--- src/rtl/bitmap_pixel_unpacker_assert.svh ---
// assertion macros for the bitmap pixel unpacker
`ifndef BITMAP_PIXEL_UNPACKER_ASSERT_SVH
`define BITMAP_PIXEL_UNPACKER_ASSERT_SVH

// same-cycle implication, checked outside reset
`define BPU_ASSERT_IMPLY(label, ante, cons, msg) \
  label: assert property (@(posedge clk) disable iff (rst) (ante) |-> (cons)) \
    else $error(msg);

// condition that must hold in the first cycle after reset is released
`define BPU_ASSERT_AFTER_RESET(label, cons, msg) \
  label: assert property (@(posedge clk) ($past(rst) && !rst) |-> (cons)) \
    else $error(msg);

`endif

--- src/rtl/bpu_pkg.sv ---
// shared types and constants of the bitmap pixel unpacker
package bpu_pkg;

  // source format codes
  localparam logic [15:0] FMT_GRAY1  = 16'h0001;
  localparam logic [15:0] FMT_GRAY8  = 16'h0002;
  localparam logic [15:0] FMT_RGB24  = 16'h0003;
  localparam logic [15:0] FMT_CMAP8  = 16'h0004;
  localparam logic [15:0] FMT_RGB32  = 16'h0008;
  localparam logic [15:0] FMT_RGBA32 = 16'h2008;

  // result status codes
  localparam logic [1:0] ST_PIXEL = 2'd0;
  localparam logic [1:0] ST_DIM   = 2'd1;
  localparam logic [1:0] ST_FMT   = 2'd2;
  localparam logic [1:0] ST_SHORT = 2'd3;

  // item opcodes
  localparam logic OP_DATA    = 1'b0;
  localparam logic OP_PALETTE = 1'b1;

  // register indexes
  localparam logic [2:0] REG_FORMAT  = 3'd0;
  localparam logic [2:0] REG_WIDTH   = 3'd1;
  localparam logic [2:0] REG_HEIGHT  = 3'd2;
  localparam logic [2:0] REG_STRIDE  = 3'd3;
  localparam logic [2:0] REG_PALETTE = 3'd4;

  // job queue between front and back
  localparam int QUEUE_DEPTH = 4;
  localparam int QPTR_W      = $clog2(QUEUE_DEPTH);

  typedef struct packed {
    logic [15:0] color_format;
    logic [13:0] image_width;
    logic [13:0] image_height;
    logic [15:0] row_stride;
    logic [8:0]  palette_entries;
  } cfg_t;

  // one decoded byte: a single result, or a run of up to eight gray1 pixels
  typedef struct packed {
    logic [1:0]  status;
    logic [7:0]  blue;
    logic [7:0]  green;
    logic [7:0]  red;
    logic [7:0]  alpha;
    logic [12:0] x_base;
    logic [12:0] y;
    logic        gray1;
    logic [7:0]  bits;
    logic [3:0]  count;
    logic        img_end;
  } job_t;

  // queue handshake between the parts
  typedef struct packed {
    logic push;
    logic pop;
  } q_ctl_t;

  typedef struct packed {
    logic full;
    logic empty;
  } q_stat_t;

endpackage

--- src/rtl/bpu_queue.sv ---
// short job queue between the front and back parts
module bpu_queue import bpu_pkg::*; (
  input  logic    clk,
  input  logic    rst,
  input  q_ctl_t  ctl,
  input  job_t    wr_job,
  output job_t    head,
  output q_stat_t stat
);

  job_t              entries [QUEUE_DEPTH];
  logic [QPTR_W-1:0] wr_ptr;
  logic [QPTR_W-1:0] rd_ptr;
  logic [QPTR_W:0]   level;

  assign stat.full  = (level == (QPTR_W+1)'(QUEUE_DEPTH));
  assign stat.empty = (level == '0);
  assign head       = entries[rd_ptr];

  // pointers and fill level
  always_ff @(posedge clk) begin
    if (rst) begin
      wr_ptr <= '0;
      rd_ptr <= '0;
      level  <= '0;
    end else begin
      if (ctl.push) wr_ptr <= wr_ptr + 1'b1;
      if (ctl.pop)  rd_ptr <= rd_ptr + 1'b1;
      if (ctl.push && !ctl.pop)      level <= level + 1'b1;
      else if (!ctl.push && ctl.pop) level <= level - 1'b1;
    end
  end

  // storage
  always_ff @(posedge clk) begin
    if (ctl.push) entries[wr_ptr] <= wr_job;
  end

endmodule

--- config.mk ---
export PLATFORM = sky130hd
export DESIGN_NAME = bpu_queue
export DESIGN_NICKNAME = d
export VERILOG_FILES = /design/src/rtl/bitmap_pixel_unpacker_assert.svh /design/src/rtl/bpu_pkg.sv /design/src/rtl/bpu_queue.sv
export SDC_FILE = /design/constraint.sdc
export NUM_CORES = 1
export LEC_CHECK = 0
export BUFFER_PORTS_ARGS = -buffer_cell sky130_fd_sc_hd__buf_4
export CAP_MARGIN = 20
export CORE_MARGIN = 2
export CORE_UTILIZATION = 51
export DETAILED_ROUTE_END_ITERATION = 8
export PLACE_DENSITY_LB_ADDON = 0.3
export SKIP_CTS_REPAIR_TIMING = 1
export SYNTH_ARGS = -nofsm -noshare
export SYNTH_HDL_FRONTEND = slang
export SYNTH_SLANG_ARGS = --single-unit
--- constraint.sdc ---
create_clock -name clk -period 2.85 [get_ports clk]
set_input_delay 0.1425 -clock clk [delete_from_list [all_inputs] [get_ports clk]]
set_output_delay 0.1425 -clock clk [all_outputs]
set_load 0.005 [all_outputs]
==> impl_metrics.json <==
{
  "status": "finished, final reports clean",
  "cp.depth": 3,
  "power_leakage_nw": 4.93,
  "crit_path_end_kind": "primary output",
  "yosysWarnings": 0,
  "grt_max_degree": 47,
  "hold_violations": 0,
  "worstPathCellList": "buf_12 -> mux4_2 -> buf_4",
  "min_period_over_period": 0.817,
  "netlist.area_leader.share": 0.800,
  "slew_viol_final": 0,
  "initial_core_util": 0.524,
  "yosysSeqAreaShare": 0.816,
  "reg2regPathDepth": 4,
  "utilization": 0.678,
  "grt_antenna_before_repair": 0,
  "areaGrowthSynthToFinish_pct": 29.5,
  "final.setup.tns_ns": 0,
  "drt_first_pass_iters": 4,
  "fin_crit_ns": 2.33,
  "max_cap_viol_count": 0,
  "crit_arrival_ns": 2.19,
  "synth-edff-count": 296,
  "ys_top_cells_by_count": "edfxtp_1, mux4_2, dfxtp_1",
  "netlist_instances": 430,
  "num_vias": 5245,
  "timing.fmax_ghz": 0.430,
  "worstPathRequired_ns": 2.71,
  "first_global_vias": 5359,
  "fill_cells": 1349,
  "drc": 0,
  "row_count": 53,
  "dp_hpwl_um": 11900,
  "path_delay_family": "flip-flops",
  "synth_cell_types": 21,
  "synth_nets": 514,
  "cts_inserted_buffers": 29,
  "critPathMaxStageDelay_ns": 0.57,
  "io_pins": 154,
  "clk_pin_slew_worst_paths_ns": 0.06,
  "slew_headroom": 0.539,
  "path_class": "flop to primary output",
  "drt-total-wl_um": 20700,
  "rsz0062_at_grt": "false",
  "ant_nets": 0,
  "startpoint_type": "flop",
  "max-vdd-ir-drop_mv": 0.487,
  "die_y_um": 152,
  "port_buffers": 153,
  "synth_seq_cells": 305,
  "hp-class": "input port to flop",
  "first_iter_violations": 226,
  "diodes": 0,
  "regArea_sq_mm": 0.00908,
  "path_buf_inv": 2,
  "root_buffer": "clkbuf_16",
  "clk-insertion-delay-late_ns": 0.54,
  "multi_input_area_sq_mm": 0.00191,
  "grt_pass1_wl_um": 30400,
  "numClockSinks": 305,
  "grt.overflow.total": 0,
  "final-instance-count-excl-fill": 980,
  "hold_path_depth": 2,
  "crit_slowest_cell": "dfxtp_4",
  "ys_dominant_reg_cell": "edfxtp_1",
  "viasPerCell": 5.35,
  "cts_buffer_depth": 3,
  "finalSetupViolCount": 0,
  "wire_per_inst_um": 21.1,
  "nets": 767,
  "synth_most_common_cell": "edfxtp_1",
  "synth_area_leaders": "edfxtp_1, mux4_2, dfxtp_1",
  "drive_gt1_frac": 0.400,
  "worst_pin_slew_ns": 0.691,
  "dp.cells": 849,
  "syn_area_sq_mm": 0.0111,
  "fin_worst_skew_ns": 0.0101,
  "cts_tree": "yes",
  "synth_area_leader_cell": "edfxtp_1",
  "crit_fanout": 31,
  "die-area_sq_mm": 0.0230,
  "postLayoutCellArea_sq_mm": 0.0144,
  "die_x_um": 152,
  "grt_use_total": 0.178,
  "place_area_sq_mm": 0.0126,
  "synthArstFlopShare": 0,
  "place_congestion": 0.710,
  "cts_htree_levels": 1,
  "core-area_sq_mm": 0.0212,
  "syn_area_per_cell_sq_um": 25.8,
  "powerDensity_mw_per_mm2": 705
}
flip-flops by register name, summed over array words and instances, names as in the netlist, named ones only:
signal / cells
rd_ptr: 2
entries: 296
wr_ptr: 2
level: 3
metrics by stage:
stage / power, mW / hold slack (ns) / setup WS (ns)
CTS: 10.2 / -0.223 / 0.444
finish: 10.1 / 0.347 / 0.522
floorplan: 5.80 / 0.241 / 0.138
detailed placement: 6.33 / 0.346 / 1.01
global route: 10.5 / 0.336 / 0.371
global placement: 6.29 / 0.340 / 1.03
path summary, 6_finish.rpt:
path | startpoint | to | slack, ns
setup / recovery | flop | head[34] | 0.52
setup reg to reg | wr_ptr[0]$_SDFFE_PP0P_ | entries[2][68]$_DFFE_PP_ | 1.10
hold reg to reg | level[2]$_SDFFE_PP0P_ | level[2]$_SDFFE_PP0P_ | 0.50
hold / removal | wr_job[68] | entries[0][68]$_DFFE_PP_ | 0.35
report_power, final:
part / switching [mW] / internal, mW
registers: 0.0918 / 5.15
logic: 0.437 / 0.622
clock network: 1.52 / 2.31
cell type report:
| class | count | area share |
|---|---|---|
| inverter | 4 | 0.00104 |
| timing repair buffer | 239 | 0.144 |
| clock inverter | 19 | 0.0151 |
| clock buffer | 34 | 0.0518 |
| tap | 275 | 0.0239 |
| sequential | 305 | 0.631 |
| multi-input combinational | 104 | 0.133 |
cells in the final DEF, fill, tap and decap left out:
| cell | n |
|---|---|
| mux2i_1 | 2 |
| nor3b_1 | 1 |
| or3_1 | 1 |
| clkinv_2 | 5 |
| edfxtp_1 | 296 |
| inv_1 | 4 |
| buf_4 | 154 |
| and2_4 | 4 |
| bufinv_16 | 5 |
| xnor2_1 | 2 |
| o21ai_0 | 1 |
| clkinvlp_4 | 1 |
| inv_6 | 1 |
| dfxtp_4 | 2 |
| dlygate4sd3_1 | 78 |
| xor2_1 | 3 |
| clkinv_1 | 7 |
| clkbuf_1 | 5 |
| nor2_1 | 7 |
| fa_1 | 1 |
| buf_12 | 7 |
| a21oi_1 | 1 |
| nor3_1 | 1 |
| dfxtp_1 | 7 |
| nand2_1 | 1 |
| ha_1 | 5 |
| mux4_2 | 74 |
| clkbuf_16 | 29 |
kinds of logic after synthesis:
group	count (synthesis)	share of synthesized area
AOI/OAI and AO/OA	2	0.000900
xor gates and xnor gates	5	0.00394
adders and majority gates	6	0.00743
buffers and inverters	21	0.0130
DFF	305	0.816
muxes	76	0.152
and+or+nand+nor	15	0.00664
layer usage:
layer  up-vias  share of wire  global-route usage
met5         -              0                   0
met1      2720           0.41               0.236
li1       2336              -                   -
met2       164           0.51               0.307
met4         0          0.014              0.0384
met3        25          0.060              0.0392
worst register-to-register path: stages (launching register included):
cell     delay (ns)
dfxtp_1        0.35
inv_1          0.09
ha_1           0.15
and2_4         0.45
buf_12         0.37
No activity file was read; power rests on OpenSTA's default activity.
