## config.mk

```make
export PLATFORM = sky130hd
export DESIGN_NAME = bpu_back_flat
export DESIGN_NICKNAME = d
export VERILOG_FILES = /design/src/rtl/bitmap_pixel_unpacker_assert.svh /design/src/rtl/bpu_pkg.sv /design/src/rtl/bpu_if.sv /design/src/rtl/bpu_back.sv /design/src/flat_wrapper.sv
export SDC_FILE = /design/constraint.sdc
export NUM_CORES = 1
export LEC_CHECK = 0
export CORE_ASPECT_RATIO = 2
export CORE_UTILIZATION = 62
export DETAILED_ROUTE_END_ITERATION = 16
export DONT_BUFFER_PORTS = 1
export PLACE_DENSITY_LB_ADDON = 0.1
export SLEW_MARGIN = 20
export SYNTH_ARGS = -nofsm -noshare
export SYNTH_HDL_FRONTEND = slang
export SYNTH_SLANG_ARGS = --single-unit
```

## constraint.sdc

```tcl
create_clock -name clk -period 5 [get_ports clk]
set_clock_uncertainty 0.2 [all_clocks]
set_input_delay 0.75 -clock clk [delete_from_list [all_inputs] [get_ports clk]]
set_output_delay 0.75 -clock clk [all_outputs]
set_load 0.1 [all_outputs]
```

## src/rtl/bitmap_pixel_unpacker_assert.svh

```systemverilog
// assertion macros for the bitmap pixel unpacker
`ifndef BITMAP_PIXEL_UNPACKER_ASSERT_SVH
`define BITMAP_PIXEL_UNPACKER_ASSERT_SVH

// same-cycle implication, checked outside reset
`define BPU_ASSERT_IMPLY(label, ante, cons, msg) \
  label: assert property (@(posedge clk) disable iff (rst) (ante) |-> (cons)) \
    else $error(msg);

// condition that must hold in the first cycle after reset is released
`define BPU_ASSERT_AFTER_RESET(label, cons, msg) \
  label: assert property (@(posedge clk) ($past(rst) && !rst) |-> (cons)) \
    else $error(msg);

`endif

```

## src/rtl/bpu_pkg.sv

```systemverilog
// shared types and constants of the bitmap pixel unpacker
package bpu_pkg;

  // source format codes
  localparam logic [15:0] FMT_GRAY1  = 16'h0001;
  localparam logic [15:0] FMT_GRAY8  = 16'h0002;
  localparam logic [15:0] FMT_RGB24  = 16'h0003;
  localparam logic [15:0] FMT_CMAP8  = 16'h0004;
  localparam logic [15:0] FMT_RGB32  = 16'h0008;
  localparam logic [15:0] FMT_RGBA32 = 16'h2008;

  // result status codes
  localparam logic [1:0] ST_PIXEL = 2'd0;
  localparam logic [1:0] ST_DIM   = 2'd1;
  localparam logic [1:0] ST_FMT   = 2'd2;
  localparam logic [1:0] ST_SHORT = 2'd3;

  // item opcodes
  localparam logic OP_DATA    = 1'b0;
  localparam logic OP_PALETTE = 1'b1;

  // register indexes
  localparam logic [2:0] REG_FORMAT  = 3'd0;
  localparam logic [2:0] REG_WIDTH   = 3'd1;
  localparam logic [2:0] REG_HEIGHT  = 3'd2;
  localparam logic [2:0] REG_STRIDE  = 3'd3;
  localparam logic [2:0] REG_PALETTE = 3'd4;

  // job queue between front and back
  localparam int QUEUE_DEPTH = 4;
  localparam int QPTR_W      = $clog2(QUEUE_DEPTH);

  typedef struct packed {
    logic [15:0] color_format;
    logic [13:0] image_width;
    logic [13:0] image_height;
    logic [15:0] row_stride;
    logic [8:0]  palette_entries;
  } cfg_t;

  // one decoded byte: a single result, or a run of up to eight gray1 pixels
  typedef struct packed {
    logic [1:0]  status;
    logic [7:0]  blue;
    logic [7:0]  green;
    logic [7:0]  red;
    logic [7:0]  alpha;
    logic [12:0] x_base;
    logic [12:0] y;
    logic        gray1;
    logic [7:0]  bits;
    logic [3:0]  count;
    logic        img_end;
  } job_t;

  // queue handshake between the parts
  typedef struct packed {
    logic push;
    logic pop;
  } q_ctl_t;

  typedef struct packed {
    logic full;
    logic empty;
  } q_stat_t;

endpackage

```

## src/rtl/bpu_if.sv

```systemverilog


interface bpu_pixel_if;
  logic        valid;
  logic        ready;
  logic [1:0]  status;
  logic [7:0]  out_blue;
  logic [7:0]  out_green;
  logic [7:0]  out_red;
  logic [7:0]  out_alpha;
  logic [12:0] pixel_x;
  logic [12:0] pixel_y;
  logic        last_of_run;
  logic        last_of_image;

  modport source (
    output valid, status, out_blue, out_green, out_red, out_alpha, pixel_x,
           pixel_y, last_of_run, last_of_image,
    input  ready
  );
  modport sink (
    input  valid, status, out_blue, out_green, out_red, out_alpha, pixel_x,
           pixel_y, last_of_run, last_of_image,
    output ready
  );
endinterface

```

## src/rtl/bpu_back.sv

```systemverilog
// back part: expands jobs into result items behind an output register
module bpu_back import bpu_pkg::*; (
  input  logic        clk,
  input  logic        rst,
  input  job_t        head,
  input  logic        head_valid,
  output logic        head_done,
  bpu_pixel_if.source pixel_ch
);

  logic [2:0]  cnt;
  logic        load;
  logic        final_px;
  logic        bit_on;
  logic        out_valid;

  assign load      = !out_valid || pixel_ch.ready;
  assign final_px  = (4'(cnt) + 4'd1) >= head.count;
  assign bit_on    = head.bits[cnt];
  assign head_done = load && head_valid && final_px;
  assign pixel_ch.valid = out_valid;

  // run counter and output valid
  always_ff @(posedge clk) begin
    if (rst) begin
      cnt       <= '0;
      out_valid <= 1'b0;
    end else if (load) begin
      out_valid <= head_valid;
      if (head_valid) cnt <= final_px ? 3'd0 : cnt + 3'd1;
    end
  end

  // output payload
  always_ff @(posedge clk) begin
    if (load && head_valid) begin
      pixel_ch.status        <= head.status;
      pixel_ch.pixel_x       <= head.x_base + 13'(cnt);
      pixel_ch.pixel_y       <= head.y;
      pixel_ch.out_alpha     <= head.alpha;
      pixel_ch.last_of_run   <= final_px;
      pixel_ch.last_of_image <= final_px && head.img_end;
      if (head.gray1) begin
        pixel_ch.out_blue  <= bit_on ? 8'hFF : 8'h00;
        pixel_ch.out_green <= bit_on ? 8'hFF : 8'h00;
        pixel_ch.out_red   <= bit_on ? 8'hFF : 8'h00;
      end else begin
        pixel_ch.out_blue  <= head.blue;
        pixel_ch.out_green <= head.green;
        pixel_ch.out_red   <= head.red;
      end
    end
  end

endmodule

```

## src/flat_wrapper.sv

```systemverilog
// flat-port wrapper written by rule: the top's interface ports become plain ports
module bpu_back_flat import bpu_pkg::*;
  (clk, rst, head, head_valid, head_done, pixel_ch_valid, pixel_ch_status, pixel_ch_out_blue, pixel_ch_out_green, pixel_ch_out_red, pixel_ch_out_alpha, pixel_ch_pixel_x, pixel_ch_pixel_y, pixel_ch_last_of_run, pixel_ch_last_of_image, pixel_ch_ready);
  bpu_pixel_if pixel_ch_i ();
  input  logic clk;
  input  logic rst;
  input  job_t head;
  input  logic head_valid;
  output logic head_done;
  output wire logic [$bits(pixel_ch_i.valid)-1:0] pixel_ch_valid;
  output wire logic [$bits(pixel_ch_i.status)-1:0] pixel_ch_status;
  output wire logic [$bits(pixel_ch_i.out_blue)-1:0] pixel_ch_out_blue;
  output wire logic [$bits(pixel_ch_i.out_green)-1:0] pixel_ch_out_green;
  output wire logic [$bits(pixel_ch_i.out_red)-1:0] pixel_ch_out_red;
  output wire logic [$bits(pixel_ch_i.out_alpha)-1:0] pixel_ch_out_alpha;
  output wire logic [$bits(pixel_ch_i.pixel_x)-1:0] pixel_ch_pixel_x;
  output wire logic [$bits(pixel_ch_i.pixel_y)-1:0] pixel_ch_pixel_y;
  output wire logic [$bits(pixel_ch_i.last_of_run)-1:0] pixel_ch_last_of_run;
  output wire logic [$bits(pixel_ch_i.last_of_image)-1:0] pixel_ch_last_of_image;
  input wire logic [$bits(pixel_ch_i.ready)-1:0] pixel_ch_ready;
  assign pixel_ch_valid = pixel_ch_i.valid;
  assign pixel_ch_status = pixel_ch_i.status;
  assign pixel_ch_out_blue = pixel_ch_i.out_blue;
  assign pixel_ch_out_green = pixel_ch_i.out_green;
  assign pixel_ch_out_red = pixel_ch_i.out_red;
  assign pixel_ch_out_alpha = pixel_ch_i.out_alpha;
  assign pixel_ch_pixel_x = pixel_ch_i.pixel_x;
  assign pixel_ch_pixel_y = pixel_ch_i.pixel_y;
  assign pixel_ch_last_of_run = pixel_ch_i.last_of_run;
  assign pixel_ch_last_of_image = pixel_ch_i.last_of_image;
  assign pixel_ch_i.ready = pixel_ch_ready;
  bpu_back u_core (.clk(clk), .rst(rst), .head(head), .head_valid(head_valid), .head_done(head_done), .pixel_ch(pixel_ch_i));
endmodule
```

==> flow_results.xml, run 1 <==
<?xml version="1.0" encoding="UTF-8"?>
<metrics>
  <group name="die">
    <metric name="die_y" unit="um">95.7</metric>
    <metric name="die_outline_area" unit="um^2">4670</metric>
    <metric name="die_w" unit="um">48.8</metric>
    <metric name="fp-row-count" unit="">33</metric>
    <metric name="core" unit="um^2">4130</metric>
    <metric name="pin_count" unit="">142</metric>
    <metric name="floorplan.initialDensity" unit="">0.659</metric>
  </group>
  <group name="sta">
    <metric name="slew-limit-headroom" unit="">0.357</metric>
    <metric name="rsz_0062_raised_after_global_routing" unit="">false</metric>
    <metric name="post-route-period-util" unit="">0.646</metric>
    <metric name="worst_slew_pin_slew" unit="ns">0.963</metric>
    <metric name="fin_worst_hold_slack" unit="ns">0.285</metric>
    <metric name="timing_max_transition_violations_final" unit="">0</metric>
    <metric name="max_freq" unit="MHz">310</metric>
    <metric name="finalSetupTns" unit="ns">0</metric>
    <metric name="timing.final.setup_violations" unit="">0</metric>
    <metric name="hold_violations" unit="">0</metric>
    <metric name="final.min_clock_period" unit="ns">3.23</metric>
  </group>
  <group name="finish">
    <metric name="finish.instance_area" unit="um^2">2940</metric>
    <metric name="fill_cells" unit="">293</metric>
    <metric name="diodes" unit="">0</metric>
    <metric name="layout-drive-gt1-share" unit="">0.0896</metric>
    <metric name="area_delta_synth_final" unit="%">7.96</metric>
    <metric name="fin_nets" unit="">285</metric>
    <metric name="post-route-util" unit="">0.711</metric>
  </group>
  <group name="critical_path">
    <metric name="cell_breakdown_of_the_critical_path" unit="">ha_1, xor2_1, ha_1, o21a_1, nor2_1, nor3_2, clkbuf_16</metric>
    <metric name="critical_path.top_delay_family" unit="">adder cells</metric>
    <metric name="path_buf_inv" unit="">1</metric>
    <metric name="critPathMaxStageDelay" unit="ns">0.51</metric>
    <metric name="setup.worst_path.end_class" unit="">primary output</metric>
    <metric name="timing.critical_path.required" unit="ns">4.05</metric>
    <metric name="regToRegSetupSlack" unit="ns">2.29</metric>
    <metric name="cell_mode_on_critical_path" unit="">ha_1</metric>
    <metric name="wp_data_arrival" unit="ns">2.28</metric>
    <metric name="path_class" unit="">reg -&gt; out</metric>
    <metric name="path_max_fanout" unit="">8</metric>
    <metric name="crit_slowest_cell" unit="">dfxtp_1</metric>
    <metric name="timing.critical_path.from_type" unit="">register</metric>
  </group>
  <group name="global_routing">
    <metric name="grt_overflow_total" unit="">0</metric>
    <metric name="first_global_vias" unit="">1487</metric>
    <metric name="first_pass_grt_wire_length" unit="um">7500</metric>
    <metric name="grt_max_degree" unit="">44</metric>
    <metric name="antenna_found_initial" unit="">0</metric>
    <metric name="globalRouteTotalUtil" unit="">0.232</metric>
  </group>
  <group name="clock_tree">
    <metric name="cts_tree" unit="">yes</metric>
    <metric name="clockBufferDepth" unit="">2</metric>
    <metric name="post-cts-setup-buffers" unit="">0</metric>
    <metric name="cts_num_sinks" unit="">66</metric>
    <metric name="root_buffer" unit="">clkbuf_8</metric>
    <metric name="clkTransAtPathRegs" unit="ns">0.06</metric>
    <metric name="h-tree-depth" unit="">3</metric>
    <metric name="cts_hold_buffers" unit="">0</metric>
    <metric name="postCtsResizedCells" unit="">0</metric>
    <metric name="inserted_clock_buffers" unit="">9</metric>
    <metric name="clock_insertion_delay_worst_skew" unit="ns">0.32</metric>
  </group>
  <group name="power">
    <metric name="cellPowerDensity" unit="nW/um^2">464</metric>
    <metric name="clock_power_share" unit="">0.254</metric>
    <metric name="p_sw" unit="mW">0.504</metric>
    <metric name="p_leak" unit="nW">1.06</metric>
    <metric name="vdd_ir_drop_max" unit="uV">280</metric>
    <metric name="power_report.internal_total" unit="mW">0.858</metric>
    <metric name="pwr-share-seq" unit="">0.687</metric>
    <metric name="switching_share" unit="">0.370</metric>
    <metric name="comb_power_share" unit="">0.060</metric>
  </group>
  <group name="yosys">
    <metric name="postSynthAreaPerCell" unit="um^2">14.3</metric>
    <metric name="syn_nets" unit="">277</metric>
    <metric name="synth_area" unit="um^2">2720</metric>
    <metric name="yosys_warnings" unit="">0</metric>
    <metric name="synth_cell_types" unit="">28</metric>
    <metric name="total_of_flip_flops_plus_latches_after_synthesis" unit="">66</metric>
    <metric name="synth-seq-area-share" unit="">0.714</metric>
    <metric name="async_reset_ff_frac" unit="">0</metric>
    <metric name="synth_cells" unit="">190</metric>
    <metric name="synth_enable_flop_cells" unit="">62</metric>
    <metric name="ys_dominant_reg_cell" unit="">edfxtp_1</metric>
  </group>
  <group name="worst_hold_path">
    <metric name="worstHoldPathType" unit="">in -&gt; reg</metric>
  </group>
  <group name="drt">
    <metric name="routed_via_density" unit="">6.06</metric>
    <metric name="routed_wire_length_per_instance" unit="um">20.4</metric>
    <metric name="post_drt_antenna_nets" unit="">0</metric>
    <metric name="remaining_drc_errors" unit="">0</metric>
    <metric name="detailedRoute.firstIterationViolations" unit="">46</metric>
    <metric name="detail_route.wirelength" unit="um">5150</metric>
    <metric name="route.vias.total" unit="">1532</metric>
    <metric name="drt_pre_antenna_iters" unit="">4</metric>
  </group>
  <group name="placed_design">
    <metric name="input_output_buffers" unit="">0</metric>
    <metric name="gp_congestion" unit="">0.731</metric>
    <metric name="dp_hpwl" unit="um">3900</metric>
    <metric name="place_area" unit="um^2">2790</metric>
  </group>
  <group name="status">
    <metric name="status" unit="">finished clean</metric>
  </group>
  <group name="flow_run">
    <metric name="max_cap_viol_count" unit="">0</metric>
  </group>
</metrics>
-- final timing paths --
path                                       startpoint  depth (start not counted)                     endpoint
worst max-delay path                    u_core.cnt[0]                          7                    head_done
worst min-delay path                              rst                          1                u_core.cnt[0]
worst min register to register          u_core.cnt[2]                          2                u_core.cnt[2]
worst max register to register  u_core.pixel_ch.valid                          4  u_core.pixel_ch.out_blue[0]
-- synth_stat cells, types with 3 or more instances --
master,instances,area [um^2]
clkbuf_1,3,11.3
nand2_1,8,30.0
dfxtp_1,4,80.1
xor2_1,7,61.3
a21oi_1,5,25.0
xnor2_1,5,43.8
nor2_1,55,206
nand2b_1,4,25.0
ha_1,8,100
edfxtp_1,62,1860
inv_1,5,18.8
-- per-stage QoR --
step	power [mW]	cells	setup slack (ns)
after floorplan	1.01	190	0.738
after global placement	1.02	239	2.08
after detailed placement	1.03	239	2.05
after CTS	1.37	253	1.76
after global routing	1.41	253	1.65
final	1.36	253	1.77
-- cell type report --
cell class / instances / area [um^2] / share of cell area
inverter: 5 / 18.8 / 0.00639
clock buffer: 9 / 124 / 0.0422
clock inverter: 5 / 23.8 / 0.00810
multi-input combinational: 114 / 731 / 0.249
timing repair buffer: 2 / 32.5 / 0.0111
tap: 52 / 65.1 / 0.0222
sequential: 66 / 1940 / 0.661
-- power by group through the flow --
stage	registers [mW]	logic (mW)	clock network (mW)
3_5_place_dp	0.947	0.0822	0
2_1_floorplan	0.941	0.0692	0
6_report	0.935	0.0813	0.345
3_3_place_gp	0.945	0.0759	0
5_1_grt	0.938	0.0905	0.377
4_1_cts	0.936	0.0825	0.351
-- worst reg2reg max path: cells and delay by family, from the launching register on --
family	cells	cell delay [ns]
buffers and inverters	2	0.93
DFF	1	0.64
and+or+nand+nor	2	0.56
-- cells in the final DEF, fill, tap and decap left out, types with 3 or more instances in the layout --
cell type / netlist / final
xor2_1: 7 / 7
xnor2_1: 5 / 5
nand2b_1: 4 / 4
dfxtp_1: 4 / 4
nand2_1: 8 / 8
nor2_1: 55 / 55
ha_1: 8 / 8
inv_1: 5 / 4
edfxtp_1: 62 / 62
clkinv_1: 0 / 3
clkbuf_8: 0 / 9
a21oi_1: 5 / 5
-- flip-flops by register name (all words and copies together), names as in the netlist --
name and flops:
u_core.pixel_ch.out_green 8, u_core.pixel_ch.pixel_y 13, u_core.pixel_ch.out_alpha 8, u_core.pixel_ch.out_red 8, u_core.pixel_ch.out_blue 8, u_core.cnt 3
u_core.pixel_ch.last_of_run 1, u_core.pixel_ch.last_of_image 1, u_core.pixel_ch.status 2, u_core.pixel_ch.pixel_x 13, u_core.pixel_ch.valid 1
-- routing by layer --
metal / global-route usage / wire, um
met1: 0.232 / 1780
met2: 0.397 / 2840
met3: 0.0989 / 397
met4: 0.135 / 133
met5: 0 / 0
-- cell families (layout without fill, tap and decap cells) --
kind of cell	Yosys count	in the layout	share of synthesized area
buf+inv	10	21	0.0193
compound gates	12	12	0.0400
simple gates	79	79	0.126
xor+xnor	12	12	0.0386
fa+ha+maj	9	9	0.0442
mux	2	2	0.0179
flops	66	66	0.714
(Power assumes the default switching activity.)
==> inputs of run 2 (changes only) <==
Settings changed: CORE_UTILIZATION 62 to 56.
Clock period 5 ns to 2.9 ns, I/O delays scaled along.
==> run 2 against run 1 <==
  * Sequential power is 72% higher
  * First-iteration DRC count shrank 24%
  * Die area rose by 10%
  * Clock power grew 140%
  * Sequential share of layout area fell by 6.5 points
  * Routed wire length is 11% higher
  * Count of clock-buffer cells in the layout unchanged
  * Critical path type unchanged
  * Largest power group unchanged
==> flow_results.xml, run 2 (synthesized netlist as in run 1, its figures left out) <==
<?xml version="1.0" encoding="UTF-8"?>
<metrics>
  <group name="status">
    <metric name="status" unit="">finished clean</metric>
  </group>
  <group name="sta">
    <metric name="timing.final.setup_violations" unit="">0</metric>
    <metric name="final.min_clock_period" unit="ns">2.76</metric>
    <metric name="timing_max_transition_violations_final" unit="">0</metric>
    <metric name="post-route-period-util" unit="">0.952</metric>
    <metric name="slew-limit-headroom" unit="">0.369</metric>
    <metric name="rsz_0062_raised_after_global_routing" unit="">false</metric>
    <metric name="worst_slew_pin_slew" unit="ns">0.948</metric>
    <metric name="max_freq" unit="MHz">362</metric>
    <metric name="hold_violations" unit="">0</metric>
  </group>
  <group name="die">
    <metric name="die_w" unit="um">51.3</metric>
    <metric name="floorplan.initialDensity" unit="">0.586</metric>
    <metric name="core" unit="um^2">4640</metric>
    <metric name="pin_count" unit="">142</metric>
    <metric name="die_y" unit="um">101</metric>
    <metric name="fp-row-count" unit="">35</metric>
    <metric name="die_outline_area" unit="um^2">5160</metric>
  </group>
  <group name="global_routing">
    <metric name="globalRouteTotalUtil" unit="">0.235</metric>
    <metric name="grt_max_degree" unit="">53</metric>
    <metric name="first_global_vias" unit="">1628</metric>
    <metric name="grt_overflow_total" unit="">0</metric>
    <metric name="first_pass_grt_wire_length" unit="um">8430</metric>
    <metric name="antenna_found_initial" unit="">0</metric>
  </group>
  <group name="finish">
    <metric name="diodes" unit="">0</metric>
    <metric name="layoutNonFillerInstCount" unit="">284</metric>
    <metric name="largestRegisters" unit="">u_core.pixel_ch.pixel_x: 13 flops, u_core.pixel_ch.pixel_y: 13 flops</metric>
    <metric name="area_delta_synth_final" unit="%">20.0</metric>
    <metric name="finish.instance_area" unit="um^2">3260</metric>
    <metric name="fin_nets" unit="">311</metric>
    <metric name="layout-drive-gt1-share" unit="">0.122</metric>
    <metric name="layout.cells.most_common" unit="">edfxtp_1</metric>
    <metric name="most-common-layout-cells" unit="">edfxtp_1 (62), nor2_1 (54), dlygate4sd3_1 (24)</metric>
  </group>
  <group name="drt">
    <metric name="highest_layer" unit="">met4</metric>
    <metric name="routed_wire_length_per_instance" unit="um">20.1</metric>
    <metric name="detailedRoute.firstIterationViolations" unit="">35</metric>
    <metric name="drt_pre_antenna_iters" unit="">4</metric>
    <metric name="met3_wirelength" unit="um">544</metric>
    <metric name="detail_route.wirelength" unit="um">5720</metric>
    <metric name="remaining_drc_errors" unit="">0</metric>
    <metric name="route.vias.total" unit="">1599</metric>
    <metric name="post_drt_antenna_nets" unit="">0</metric>
    <metric name="met2WireLength" unit="um">3200</metric>
    <metric name="wl_met1" unit="um">1900</metric>
    <metric name="routed_via_density" unit="">5.63</metric>
  </group>
  <group name="placed_design">
    <metric name="input_output_buffers" unit="">0</metric>
    <metric name="place_area" unit="um^2">2790</metric>
    <metric name="placedCellCount" unit="">243</metric>
    <metric name="dp_hpwl" unit="um">4020</metric>
    <metric name="gp_congestion" unit="">0.782</metric>
  </group>
  <group name="critical_path">
    <metric name="setup.worst_path.end_class" unit="">primary output</metric>
    <metric name="crit_slowest_cell" unit="">a2111oi_4</metric>
    <metric name="timing.critical_path.required" unit="ns">2.27</metric>
    <metric name="wp_data_arrival" unit="ns">2.12</metric>
    <metric name="path_class" unit="">reg -&gt; out</metric>
    <metric name="cell_mode_on_critical_path" unit="">ha_1</metric>
    <metric name="cell_breakdown_of_the_critical_path" unit="">ha_1, ha_1, a2111oi_4, nor3_4, buf_4</metric>
    <metric name="timing.critical_path.from_type" unit="">register</metric>
    <metric name="path_max_fanout" unit="">8</metric>
    <metric name="critPathMaxStageDelay" unit="ns">0.45</metric>
  </group>
  <group name="clock_tree">
    <metric name="root_buffer" unit="">clkbuf_8</metric>
    <metric name="cts_tree" unit="">yes</metric>
    <metric name="cts_num_sinks" unit="">66</metric>
    <metric name="clkTransAtPathRegs" unit="ns">0.07</metric>
    <metric name="inserted_clock_buffers" unit="">9</metric>
    <metric name="h-tree-depth" unit="">3</metric>
    <metric name="clockBufferDepth" unit="">2</metric>
    <metric name="clock_insertion_delay_worst_skew" unit="ns">0.32</metric>
  </group>
  <group name="power">
    <metric name="p_leak" unit="nW">1.20</metric>
    <metric name="vdd_ir_drop_max" unit="uV">558</metric>
    <metric name="cellPowerDensity" unit="nW/um^2">802</metric>
  </group>
  <group name="worst_hold_path">
    <metric name="worstHoldPathType" unit="">in -&gt; reg</metric>
  </group>
  <group name="flow_run">
    <metric name="max_cap_viol_count" unit="">0</metric>
  </group>
</metrics>
## run 2: final timing paths
| kind | to | slack [ns] | cells after the start | startpoint |
|---|---|---|---|---|
| max | head_done | 0.14 | 5 | u_core.cnt[0] |
| min reg2reg | u_core.cnt[1] | 0.33 | 2 | u_core.cnt[1] |
| max reg2reg | u_core.pixel_ch.last_of_image | 0.56 | 6 | u_core.cnt[0] |
| min | u_core.pixel_ch.valid | 0.03 | 2 | head_valid |
## run 2: cell type report
class	instances	area, um^2
clock buffer	9	124
clock inverter	7	92.6
fill	333	1380
inverter	5	22.5
multi-input combinational	114	739
sequential	66	1950
tap	55	68.8
timing repair buffer	28	270
## run 2: worst max-delay path: cells and delay by family, from the launching register on
family / cells / cell delay [ns]
compound gates: 1 / 0.45
flops: 1 / 0.37
simple gates: 1 / 0.07
fa+ha+maj: 2 / 0.66
buf+inv: 1 / 0.24
## run 2: report_power, final
part           switching (mW)  internal (mW)
logic                   0.101         0.0815
clock network           0.343          0.482
registers               0.475           1.13
## run 2: metal layers
metal,vias to the layer above,GRT usage
li1,743,-
met2,97,0.412
met5,-,0
met3,6,0.0860
met1,753,0.245
met4,0,0.0998
## run 2: metrics by stage
stage	hold slack [ns]	power, mW	worst slack (ns)	TNS, ns	utilization
floorplan	0.300	1.74	-0.138	-0.138	-
global placement	0.304	1.76	0.400	0	0.602
detailed placement	0.306	1.78	0.325	0	0.602
CTS	0.0167	2.63	0.0186	0	0.702
global route	0.0310	2.70	0.0197	0	0.703
finish	0.0330	2.62	0.140	0	0.703
## run 2: what timing repair did
item	CTS	global route
hold buffers	24	0
hold endpoints to repair	27	0
setup endpoints to repair	1	1
pin swaps	1	0
resized for setup	1	2
buffers inserted	1	0
